[src/vertex_rotate_and_project_top_defines.svh]
// Assertion macros shared by the vertex rotate and project block.
// Holds no logic; files that assert include it by its bare name.
`ifndef VERTEX_ROTATE_AND_PROJECT_TOP_DEFINES_SVH
`define VERTEX_ROTATE_AND_PROJECT_TOP_DEFINES_SVH
`ifndef SYNTHESIS
`define VRP_ASSERT_SAME(lbl, clk, rst, ante, cons, msg) \
   lbl: assert property (@(posedge clk) disable iff (rst) (ante) |-> (cons)) else $error(msg);
`define VRP_ASSERT_NEXT(lbl, clk, rst, ante, cons, msg) \
   lbl: assert property (@(posedge clk) disable iff (rst) (ante) |=> (cons)) else $error(msg);
`else
`define VRP_ASSERT_SAME(lbl, clk, rst, ante, cons, msg)
`define VRP_ASSERT_NEXT(lbl, clk, rst, ante, cons, msg)
`endif
`endif

[src/vrp_pkg.sv]
// Package for the vertex rotate and project block: widths, codes and reset values.
// No dependencies.
package vrp_pkg;
   localparam int NUM_VERTICES_DEF = 4;
   localparam int FRAC_BITS_DEF    = 8;
   localparam int COORD_W          = 24;
   localparam int SUM_W            = 25;
   localparam int MUL_B_W          = 32;
   localparam int PROD_W           = 57;
   localparam int ACC_W            = 59;
   localparam int DEN_W            = 34;
   localparam int CNT_W            = 6;

   localparam logic [2:0] CMD_LOAD  = 3'd0;
   localparam logic [2:0] CMD_TRANS = 3'd1;
   localparam logic [2:0] CMD_ROT_YP = 3'd2;
   localparam logic [2:0] CMD_ROT_YN = 3'd3;
   localparam logic [2:0] CMD_ROT_XP = 3'd4;
   localparam logic [2:0] CMD_ROT_XN = 3'd5;

   localparam logic [2:0] REG_FOCAL = 3'd0;
   localparam logic [2:0] REG_CX    = 3'd1;
   localparam logic [2:0] REG_CY    = 3'd2;
   localparam logic [2:0] REG_COS   = 3'd3;
   localparam logic [2:0] REG_SIN   = 3'd4;

   localparam logic [14:0] FOCAL_RST = 15'd1000;
   localparam logic [11:0] CX_RST    = 12'd320;
   localparam logic [11:0] CY_RST    = 12'd240;
   localparam logic [30:0] COS_RST   = 31'd1073741415;
   localparam logic [30:0] SIN_RST   = 31'd937017;

   typedef logic signed [COORD_W-1:0] coord_type;

   // Clamp a wide signed value to the coordinate range.
   function automatic coord_type sat_coord(input logic signed [63:0] v);
      coord_type r;
      if (v > 64'sd8388607) begin
         r = 24'sh7FFFFF;
      end else if (v < -64'sd8388608) begin
         r = 24'sh800000;
      end else begin
         r = v[COORD_W-1:0];
      end
      return r;
   endfunction
endpackage

[src/vertex_rotate_and_project_top.sv]
// Top level of the vertex rotate and project block: vertex memory, sequencer,
// shared multiplier and restoring divider. Depends on vrp_pkg and the defines header.
// Each vertex runs through two 57-step divisions, one quotient bit a cycle; a rotation
// first runs its product steps and a write-back, and a vertex behind the camera skips the
// divisions. busy falls in the cycle of the last result beat, and a new command is taken
// only while busy is low; results cannot be stalled. Reset is synchronous and clears the
// vertices (through valid bits), the offset and the registers.
`include "vertex_rotate_and_project_top_defines.svh"
module vertex_rotate_and_project_top #(
   parameter int NUM_VERTICES = vrp_pkg::NUM_VERTICES_DEF,
   parameter int FRAC_BITS    = vrp_pkg::FRAC_BITS_DEF
) (
   input  logic               clock,
   input  logic               reset,
   input  logic               start,
   output logic               busy,
   input  logic [2:0]         req_cmd,
   input  logic [1:0]         req_vertex_index,
   input  logic signed [23:0] req_in_x,
   input  logic signed [23:0] req_in_y,
   input  logic signed [23:0] req_in_z,
   output logic               rsp_valid,
   output logic [1:0]         rsp_out_index,
   output logic signed [23:0] rsp_screen_x,
   output logic signed [23:0] rsp_screen_y,
   output logic               rsp_behind,
   output logic               rsp_last,
   input  logic               psel,
   input  logic               penable,
   input  logic               pwrite,
   input  logic [4:0]         paddr,
   input  logic [31:0]        pwdata,
   output logic [31:0]        prdata,
   output logic               pready
);
   localparam int AW = (NUM_VERTICES > 1) ? $clog2(NUM_VERTICES) : 1;
   localparam int FW = 15 + FRAC_BITS;
   localparam int CW = vrp_pkg::COORD_W;
   localparam int MW = vrp_pkg::PROD_W;
   localparam int DW = vrp_pkg::DEN_W;
   localparam int AC = vrp_pkg::ACC_W;

   localparam logic [3:0] S_IDLE  = 4'd0;
   localparam logic [3:0] S_READ  = 4'd1;
   localparam logic [3:0] S_LATCH = 4'd2;
   localparam logic [3:0] S_ROT   = 4'd3;
   localparam logic [3:0] S_WB    = 4'd4;
   localparam logic [3:0] S_PROJ  = 4'd5;
   localparam logic [3:0] S_CHK   = 4'd6;
   localparam logic [3:0] S_MUL   = 4'd7;
   localparam logic [3:0] S_DSET  = 4'd8;
   localparam logic [3:0] S_DIV   = 4'd9;
   localparam logic [3:0] S_FIN   = 4'd10;

   // Configuration registers.
   logic [14:0] focal_ff;
   logic [11:0] cx_ff, cy_ff;
   logic [30:0] cos_ff, sin_ff;
   logic        cfg_wr;

   // Vertex memory with one valid bit per entry.
   logic [3*CW-1:0]        mem [NUM_VERTICES];
   logic [NUM_VERTICES-1:0] vld_ff, vld_in;
   logic [3*CW-1:0]        rd_data_ff;
   logic                   rd_vld_ff;
   logic                   mem_we;
   logic [AW-1:0]          mem_waddr, rd_addr;
   logic [3*CW-1:0]        mem_wdata;

   // Sequencer state.
   logic [3:0]    state_ff, state_in;
   logic [2:0]    cmd_ff, cmd_in;
   logic [AW-1:0] vi_ff, vi_in;
   logic [2:0]    step_ff, step_in;
   vrp_pkg::coord_type vx_ff, vx_in, vy_ff, vy_in, vz_ff, vz_in;
   vrp_pkg::coord_type offx_ff, offx_in, offy_ff, offy_in, offz_ff, offz_in;
   logic signed [AC-1:0] acca_ff, acca_in, accb_ff, accb_in;
   logic signed [MW-1:0] prod_ff, prod_in;
   logic signed [CW:0]   xs_ff, xs_in, ys_ff, ys_in;
   logic signed [DW-1:0] den_ff, den_in;
   logic                 pass_ff, pass_in;
   logic [MW-1:0]        num_ff, num_in;
   logic [DW-1:0]        rem_ff, rem_in;
   logic                 neg_ff, neg_in;
   logic [vrp_pkg::CNT_W-1:0] cnt_ff, cnt_in;
   vrp_pkg::coord_type   sx_ff, sx_in;
   logic                 ov_ff, ov_in, ol_ff, ol_in, ob_ff, ob_in;
   logic [1:0]           oi_ff, oi_in;
   vrp_pkg::coord_type   osx_ff, osx_in, osy_ff, osy_in;

   // Shared multiplier operands.
   logic signed [CW:0]               mul_a;
   logic signed [vrp_pkg::MUL_B_W-1:0] mul_b;

   logic                  accept;
   logic                  about_y, k1_pos, is_rot;
   logic signed [31:0]    c_s, s_s, k1_s, k2_s, f_s;
   logic signed [CW:0]    a_v, z_v;
   logic [31:0]           idx_w, vi_w;
   logic signed [AC-1:0]  rnd_a, rnd_b;
   logic [DW-1:0]         rem_sh, diff;
   logic signed [MW:0]    q_s;
   logic signed [63:0]    cx_w, cy_w, scr;
   logic                  vlast;

   assign accept = start && !busy;
   assign busy   = (state_ff != S_IDLE);
   assign pready = 1'b1;
   assign cfg_wr = psel && penable && pwrite;

   // Register write and read-back.
   always_ff @(posedge clock) begin
      if (reset) begin
         focal_ff <= vrp_pkg::FOCAL_RST;
         cx_ff    <= vrp_pkg::CX_RST;
         cy_ff    <= vrp_pkg::CY_RST;
         cos_ff   <= vrp_pkg::COS_RST;
         sin_ff   <= vrp_pkg::SIN_RST;
      end else if (cfg_wr) begin
         case (paddr[4:2])
            vrp_pkg::REG_FOCAL: focal_ff <= pwdata[14:0];
            vrp_pkg::REG_CX:    cx_ff    <= pwdata[11:0];
            vrp_pkg::REG_CY:    cy_ff    <= pwdata[11:0];
            vrp_pkg::REG_COS:   cos_ff   <= pwdata[30:0];
            vrp_pkg::REG_SIN:   sin_ff   <= pwdata[30:0];
            default: ;
         endcase
      end
   end

   always_comb begin
      case (paddr[4:2])
         vrp_pkg::REG_FOCAL: prdata = {17'd0, focal_ff};
         vrp_pkg::REG_CX:    prdata = {20'd0, cx_ff};
         vrp_pkg::REG_CY:    prdata = {20'd0, cy_ff};
         vrp_pkg::REG_COS:   prdata = {1'b0, cos_ff};
         vrp_pkg::REG_SIN:   prdata = {1'b0, sin_ff};
         default:            prdata = 32'd0;
      endcase
   end

   // Derived operands.
   assign about_y = (cmd_ff == vrp_pkg::CMD_ROT_YP) || (cmd_ff == vrp_pkg::CMD_ROT_YN);
   assign k1_pos  = (cmd_ff == vrp_pkg::CMD_ROT_YP) || (cmd_ff == vrp_pkg::CMD_ROT_XN);
   assign is_rot  = (cmd_ff == vrp_pkg::CMD_ROT_YP) || (cmd_ff == vrp_pkg::CMD_ROT_YN) ||
                    (cmd_ff == vrp_pkg::CMD_ROT_XP) || (cmd_ff == vrp_pkg::CMD_ROT_XN);
   assign c_s  = {1'b0, cos_ff};
   assign s_s  = {1'b0, sin_ff};
   assign k1_s = k1_pos ? s_s : -s_s;
   assign k2_s = -k1_s;
   assign f_s  = {{(32-FW){1'b0}}, focal_ff, {FRAC_BITS{1'b0}}};
   assign a_v  = about_y ? {vx_ff[CW-1], vx_ff} : {vy_ff[CW-1], vy_ff};
   assign z_v  = {vz_ff[CW-1], vz_ff};
   assign idx_w = {30'd0, req_vertex_index};
   assign vi_w  = 32'(vi_ff);
   assign vlast = (vi_ff == AW'(NUM_VERTICES-1));
   assign cx_w  = {{(52-FRAC_BITS){1'b0}}, cx_ff, {FRAC_BITS{1'b0}}};
   assign cy_w  = {{(52-FRAC_BITS){1'b0}}, cy_ff, {FRAC_BITS{1'b0}}};
   assign rd_addr = vi_ff;

   // Multiplier operand selection by rotation step or projection pass.
   always_comb begin
      mul_a = a_v;
      mul_b = c_s;
      if (state_ff == S_ROT) begin
         case (step_ff)
            3'd0:    begin mul_a = a_v; mul_b = c_s;  end
            3'd1:    begin mul_a = z_v; mul_b = k1_s; end
            3'd2:    begin mul_a = z_v; mul_b = c_s;  end
            default: begin mul_a = a_v; mul_b = k2_s; end
         endcase
      end else begin
         mul_a = pass_ff ? ys_ff : xs_ff;
         mul_b = f_s;
      end
   end

   // Rounding of the rotation sums, divider step and quotient sign.
   assign rnd_a  = (acca_ff + AC'(64'sd536870912)) >>> 30;
   assign rnd_b  = (accb_ff + AC'(64'sd536870912)) >>> 30;
   assign rem_sh = {rem_ff[DW-2:0], num_ff[MW-1]};
   assign diff   = rem_sh - den_ff;
   assign q_s    = neg_ff ? -$signed({1'b0, num_ff}) : $signed({1'b0, num_ff});
   assign scr    = pass_ff ? (cy_w - 64'(q_s)) : (cx_w + 64'(q_s));

   // Next-state logic of the sequencer.
   always_comb begin
      state_in = state_ff; cmd_in = cmd_ff; vi_in = vi_ff; step_in = step_ff;
      vx_in = vx_ff; vy_in = vy_ff; vz_in = vz_ff;
      offx_in = offx_ff; offy_in = offy_ff; offz_in = offz_ff;
      acca_in = acca_ff; accb_in = accb_ff; prod_in = prod_ff;
      xs_in = xs_ff; ys_in = ys_ff; den_in = den_ff; pass_in = pass_ff;
      num_in = num_ff; rem_in = rem_ff; neg_in = neg_ff; cnt_in = cnt_ff; sx_in = sx_ff;
      ov_in = 1'b0; ol_in = ol_ff; ob_in = ob_ff; oi_in = oi_ff;
      osx_in = osx_ff; osy_in = osy_ff;
      vld_in = vld_ff;
      mem_we = 1'b0; mem_waddr = vi_ff; mem_wdata = {vx_ff, vy_ff, vz_ff};
      case (state_ff)
         S_IDLE: begin
            if (accept) begin
               cmd_in = req_cmd;
               vi_in = '0;
               state_in = S_READ;
               if (req_cmd == vrp_pkg::CMD_LOAD && idx_w < 32'(NUM_VERTICES)) begin
                  mem_we = 1'b1;
                  mem_waddr = idx_w[AW-1:0];
                  mem_wdata = {req_in_x, req_in_y, req_in_z};
                  vld_in[idx_w[AW-1:0]] = 1'b1;
               end
               if (req_cmd == vrp_pkg::CMD_TRANS) begin
                  offx_in = vrp_pkg::sat_coord(64'(offx_ff) + 64'(req_in_x));
                  offy_in = vrp_pkg::sat_coord(64'(offy_ff) + 64'(req_in_y));
                  offz_in = vrp_pkg::sat_coord(64'(offz_ff) + 64'(req_in_z));
               end
            end
         end
         S_READ: state_in = S_LATCH;
         S_LATCH: begin
            vx_in = rd_vld_ff ? rd_data_ff[3*CW-1:2*CW] : '0;
            vy_in = rd_vld_ff ? rd_data_ff[2*CW-1:CW]   : '0;
            vz_in = rd_vld_ff ? rd_data_ff[CW-1:0]      : '0;
            step_in = '0;
            state_in = is_rot ? S_ROT : S_PROJ;
         end
         S_ROT: begin
            // One product per cycle; the previous product is accumulated.
            prod_in = mul_a * mul_b;
            case (step_ff)
               3'd1:    acca_in = AC'(prod_ff);
               3'd2:    acca_in = acca_ff + AC'(prod_ff);
               3'd3:    accb_in = AC'(prod_ff);
               3'd4:    accb_in = accb_ff + AC'(prod_ff);
               default: ;
            endcase
            step_in = step_ff + 3'd1;
            if (step_ff == 3'd4) begin
               state_in = S_WB;
            end
         end
         S_WB: begin
            if (about_y) begin
               vx_in = vrp_pkg::sat_coord(64'(rnd_a));
            end else begin
               vy_in = vrp_pkg::sat_coord(64'(rnd_a));
            end
            vz_in = vrp_pkg::sat_coord(64'(rnd_b));
            mem_we = 1'b1;
            mem_waddr = vi_ff;
            mem_wdata = {vx_in, vy_in, vz_in};
            vld_in[vi_ff] = 1'b1;
            state_in = S_PROJ;
         end
         S_PROJ: begin
            xs_in = (CW+1)'(offx_ff) + (CW+1)'(vx_ff);
            ys_in = (CW+1)'(offy_ff) + (CW+1)'(vy_ff);
            den_in = DW'(offz_ff) + DW'(vz_ff) + DW'(f_s);
            state_in = S_CHK;
         end
         S_CHK: begin
            pass_in = 1'b0;
            if (den_ff <= 0) begin
               ov_in = 1'b1; ob_in = 1'b1; osx_in = '0; osy_in = '0;
               oi_in = vi_w[1:0]; ol_in = vlast;
               vi_in = vi_ff + AW'(1);
               state_in = vlast ? S_IDLE : S_READ;
            end else begin
               state_in = S_MUL;
            end
         end
         S_MUL: begin
            prod_in = mul_a * mul_b;
            state_in = S_DSET;
         end
         S_DSET: begin
            neg_in = prod_ff[MW-1];
            num_in = prod_ff[MW-1] ? MW'(-prod_ff) : MW'(prod_ff);
            rem_in = '0;
            cnt_in = '0;
            state_in = S_DIV;
         end
         S_DIV: begin
            // Restoring division, one quotient bit per cycle.
            if (!diff[DW-1]) begin
               rem_in = diff;
               num_in = {num_ff[MW-2:0], 1'b1};
            end else begin
               rem_in = rem_sh;
               num_in = {num_ff[MW-2:0], 1'b0};
            end
            cnt_in = cnt_ff + vrp_pkg::CNT_W'(1);
            if (cnt_ff == vrp_pkg::CNT_W'(MW-1)) begin
               state_in = S_FIN;
            end
         end
         S_FIN: begin
            if (!pass_ff) begin
               sx_in = vrp_pkg::sat_coord(scr);
               pass_in = 1'b1;
               state_in = S_MUL;
            end else begin
               ov_in = 1'b1; ob_in = 1'b0; osx_in = sx_ff;
               osy_in = vrp_pkg::sat_coord(scr);
               oi_in = vi_w[1:0]; ol_in = vlast;
               vi_in = vi_ff + AW'(1);
               state_in = vlast ? S_IDLE : S_READ;
            end
         end
         default: state_in = S_IDLE;
      endcase
   end

   // Control registers.
   always_ff @(posedge clock) begin
      if (reset) begin
         state_ff <= S_IDLE;
         vld_ff   <= '0;
         offx_ff  <= '0;
         offy_ff  <= '0;
         offz_ff  <= '0;
         ov_ff    <= 1'b0;
      end else begin
         state_ff <= state_in;
         vld_ff   <= vld_in;
         offx_ff  <= offx_in;
         offy_ff  <= offy_in;
         offz_ff  <= offz_in;
         ov_ff    <= ov_in;
      end
   end

   // Datapath registers.
   always_ff @(posedge clock) begin
      cmd_ff <= cmd_in; vi_ff <= vi_in; step_ff <= step_in;
      vx_ff <= vx_in; vy_ff <= vy_in; vz_ff <= vz_in;
      acca_ff <= acca_in; accb_ff <= accb_in; prod_ff <= prod_in;
      xs_ff <= xs_in; ys_ff <= ys_in; den_ff <= den_in; pass_ff <= pass_in;
      num_ff <= num_in; rem_ff <= rem_in; neg_ff <= neg_in; cnt_ff <= cnt_in;
      sx_ff <= sx_in; ol_ff <= ol_in; ob_ff <= ob_in; oi_ff <= oi_in;
      osx_ff <= osx_in; osy_ff <= osy_in;
   end

   // Vertex memory: one write port, one registered read port.
   always_ff @(posedge clock) begin
      if (mem_we) begin
         mem[mem_waddr] <= mem_wdata;
      end
      rd_data_ff <= mem[rd_addr];
      rd_vld_ff  <= vld_ff[rd_addr];
   end

   assign rsp_valid     = ov_ff;
   assign rsp_out_index = oi_ff;
   assign rsp_screen_x  = osx_ff;
   assign rsp_screen_y  = osy_ff;
   assign rsp_behind    = ob_ff;
   assign rsp_last      = ol_ff;

   `VRP_ASSERT_SAME(a_mid_busy, clock, reset, rsp_valid && !rsp_last, busy, "result before last while idle")
   `VRP_ASSERT_NEXT(a_gap, clock, reset, rsp_valid, !rsp_valid, "back-to-back result beats")
   `VRP_ASSERT_NEXT(a_start, clock, reset, accept, busy, "command not taken")
   `VRP_ASSERT_SAME(a_behind, clock, reset, rsp_valid && rsp_behind, rsp_screen_x == 24'sd0 && rsp_screen_y == 24'sd0, "behind result not zero")
endmodule

[config.mk]
export PLATFORM = sky130hd
export DESIGN_NAME = vertex_rotate_and_project_top
export DESIGN_NICKNAME = d
export VERILOG_FILES = /design/src/vrp_pkg.sv /design/src/vertex_rotate_and_project_top.sv
export VERILOG_INCLUDE_DIRS = /design/src /design/src/src
export SDC_FILE = /design/constraint.sdc
export NUM_CORES = 2
export LEC_CHECK = 0
export CORE_MARGIN = 3
export CORE_UTILIZATION = 70
export DETAILED_ROUTE_END_ITERATION = 10
export DONT_BUFFER_PORTS = 1
export PLACE_DENSITY = 0.86
export RECOVER_POWER = 25
export SYNTH_ARGS = -nofsm -noshare
export SYNTH_HDL_FRONTEND = slang
export SYNTH_SLANG_ARGS = --single-unit
[constraint.sdc]
create_clock -name clock -period 23.9 [get_ports clock]
set_input_delay 1.195 -clock clock [delete_from_list [all_inputs] [get_ports clock]]
set_output_delay 1.195 -clock clock [all_outputs]
set_load 0.02 [all_outputs]
==> metrics list <==
- After global routing the overflow that remains totals 0.
- Peak fanout along the critical path: 24
- The final number of hold-violating endpoints came to 0.
- In the synthesized netlist the async set-or-reset flop fraction comes to 0%.
- Buffers inserted by post-CTS timing repair: 0
- Unrepaired setup endpoints after global routing: false
* Die Span Y: 369 µm
- Number of input and output port buffers inserted: 0
- The final number of max-transition violations came to 754.
- met2 is the most crowded layer.
- In the final layout, the share of cells above drive strength 1 is roughly 5.8%.
* Slew @ Worst Pin: ~7600 ps
- Yosys attributes the largest share of cell area to sky130_fd_sc_hd__edfxtp_1, sky130_fd_sc_hd__fa_1, sky130_fd_sc_hd__ha_1.
* Final net count: 10845
- Met2 routing resource usage after global routing: between 60% and 70%
- CTS H-tree lvls: 3
- Leading area contributor after synthesis: sky130_fd_sc_hd__edfxtp_1
- Most common cell after layout, fill and taps aside: sky130_fd_sc_hd__nand2_1
- Hold buffer count at cts: 0
- R2R cell count: between 40 and 50
- The most used flip-flop cell after synthesis is sky130_fd_sc_hd__edfxtp_1.
* CTS tree: yes
* Wire length of the first global-routing pass: 434 mm
* Number of synthesis warnings: 0
* Routability congestion estimate from global placement: 0.986
* Period utilization: 56.9%
- The routed layout has ~75000 vias.
- Worst Setup Path Type: flop to flop
* Run status: complete, but fails checks
- Met3 track demand over resource: about a tenth
- Compound-cell area share of the yosys netlist: roughly 14%
- The die covers about 140000 µm².
- Instance area at placement: between 90000 and 100000 µm²
- Summed over all failing endpoints, the final setup total negative slack is 0 ps.
* Remaining antenna violation count after routing: 0
- Once the clock tree was built, the resizer swapped 0 gates to a different size.
- Final hold slack: 482 ps
- Among the stages of the critical path, the cell type that occurs most often is sky130_fd_sc_hd__fa_1.
- The mapped netlist covers a little over 90000 µm².
* Count of max-cap constraint violations: 13
- Setup-failing EPs final: 0
- Initial DRC count: between 8000 and 9000
- In this run, synthesis produced a sequential element count of between 1000 and 1500.
- The worst hold path passes through 2 cells.
* Vias per cell: 6.64
- Worst flop-to-flop path startpoint: cmd_ff[2]
- Detailed-placement wirelength estimate: roughly 210 mm
- Period minus WS final: approximately 14000 ps
- WL final: between 200 and 300 mm
* Cell count after synthesis: 9586
- Die width: between 300 and 400 µm
- In this run, synthesis inferred 793 flip-flops with an integrated enable.
- Tot GR Track Use: between 40% and 50%
- The average instance in the mapped netlist occupies between 9 and 10 µm².
* Root Driver: sky130_fd_sc_hd__clkbuf_16
* Initial antenna violation count: 7
- STA puts the critical path data required time at 24410 ps.
- For this run, design rule violations remaining after detail routing come to 0.
- When the netlist entered floorplanning its net count stood at around 11000.
* Mean routed wirelength per cell: around 25 µm
- The worst pin sits at a relative slew slack of -406%.
* Most used cells in the layout excluding fill and tap cells: sky130_fd_sc_hd__nand2_1, sky130_fd_sc_hd__inv_1, sky130_fd_sc_hd__fa_1, sky130_fd_sc_hd__nor2_1, sky130_fd_sc_hd__edfxtp_1
- The clock arrives with about 57 ps of skew.
- Startpoint of the lowest-slack hold path: cos_ff[30]
* Nature of the critical path startpoint: flop
- between 200 and 250 I/O pins were placed.
- Max Root-Sink Buffers: 3
- The number of global-route vias before repair is between 70000 and 80000.
- Count of TritonRoute iterations in the first routing pass: 7
- Netlist cell types: between 100 and 150
- Clock Latency Late Sink: 770 ps
- Of the post-synthesis cell area, the dominant cell type holds 25.9%.
- Delay contributed by the slowest stage of the critical path: 860 ps
- After clock tree synthesis, the clock-pin slew on the worst setup and hold paths is about 60 ps.
- Main combinational cell family by area after synthesis: adder cells
* Effective utilization at floorplan: a little over two thirds
- Finished layout cell area: 97500 µm²
- Syn-to-layout area delta: 5.92%
- The floorplan has about 130 rows.
- The final reports fail on capacitance limit, slew limit.
- Of the post-synthesis cell area, the part taken by muxes is 2.90%.
* Post-synthesis simple-gate area fraction: between 10 and 15%
- GRT met1 Usage: a little over half
* Sink count of the clock tree: about 1000
* Number of buffers created by CTS: approximately 110
- The floorplan step defined a core boundary enclosing around 130000 µm².
- XOR/XNOR share of the synthesized area: roughly 5.3%
* Master of the slowest instance on the critical path: sky130_fd_sc_hd__o22a_1
- The share of the Yosys chip area taken by registers is 31.4%.
* Fmax: 0.0735 GHz
- Arrival time worst endpoint: 14110 ps
- The worst hold path belongs to the class flop to flop.
- Endpoint type of the worst setup path: flop
- Crit path launch: cmd_ff[2]
* Final design utilization: about three quarters
- Of the total synthesized cell area, the portion taken by full adders, half adders and majority gates is around a quarter.
- Maximum number of pins on one net before global-route repair: ~140
## final timing paths
kind / end / slack (ps)
hold reg to reg: cos_ff[30] / 480
hold / removal: cos_ff[30] / 480
setup reg to reg: prod_ff[56] / 10300
setup / recovery: prod_ff[56] / 10300
## metrics by stage
| stage | cells | worst slack (ps) |
|---|---|---|
| CTS | 11220 | 10570 |
| global placement | 11014 | 10900 |
| floorplan | 9586 | 12810 |
| finish | 11231 | 10300 |
| global route | 11223 | 9840 |
| detailed placement | 11014 | 10540 |
## cells by family after synthesis
kind of cell,count (synthesis)
simple gates,2973
buf+inv,1479
mux,172
fa+ha+maj,1379
compound gates,1983
xor+xnor,550
other cells,2
flops,1048
## metal layers
metal	wire length (µm)	vias to the layer above
met4	23900	4
met1	98600	36025
met3	35800	1206
li1	-	32583
met2	124000	4741
met5	92	-
## final cells by class
| cell class | instances | area, µm² |
|---|---|---|
| flip-flops and latches | 1048 | 28900 |
| inverters | 1032 | 3870 |
| diodes | 10 | 25.0 |
| repair buffers | 134 | 953 |
| clock inverters | 65 | 813 |
| fillers | 8979 | 32500 |
| well taps | 1742 | 2180 |
| clock buffers | 141 | 2930 |
| multi-input cells | 7059 | 57800 |
## cells in the mapped netlist, types with 120 or more instances
cell / n
sky130_fd_sc_hd__xor2_1: 258
sky130_fd_sc_hd__nand3_1: 166
sky130_fd_sc_hd__a21o_1: 183
sky130_fd_sc_hd__nor2_1: 851
sky130_fd_sc_hd__ha_1: 497
sky130_fd_sc_hd__o21ai_0: 522
sky130_fd_sc_hd__edfxtp_1: 793
sky130_fd_sc_hd__inv_1: 1030
sky130_fd_sc_hd__fa_1: 844
sky130_fd_sc_hd__nor3_1: 120
sky130_fd_sc_hd__nand2_1: 1174
sky130_fd_sc_hd__xnor2_1: 290
sky130_fd_sc_hd__clkbuf_1: 394
sky130_fd_sc_hd__dfxtp_1: 255
sky130_fd_sc_hd__a21oi_1: 461
## worst max-delay path, delay by kind of cell (launching register included)
| family | cells | cell delay, ps |
|---|---|---|
| fa+ha+maj | 8 | 4100 |
| compound gates | 13 | 4080 |
| buf+inv | 5 | 310 |
| mux | 3 | 750 |
| flops | 1 | 490 |
| xor+xnor | 1 | 80 |
| simple gates | 13 | 3540 |
## sequential cells by signal, summed over array words and instances (netlist names), 25 cells and up
register and cells:
den_ff 26, acca_ff 59, prod_ff 57, cos_ff 31
mem 288, sin_ff 31, rem_ff 33, xs_ff 25
accb_ff 59, ys_ff 25, num_ff 57, rd_data_ff 72
Power is not shown: default switching activity piles up to over one toggle a cycle in this logic, so the estimate is an artifact.
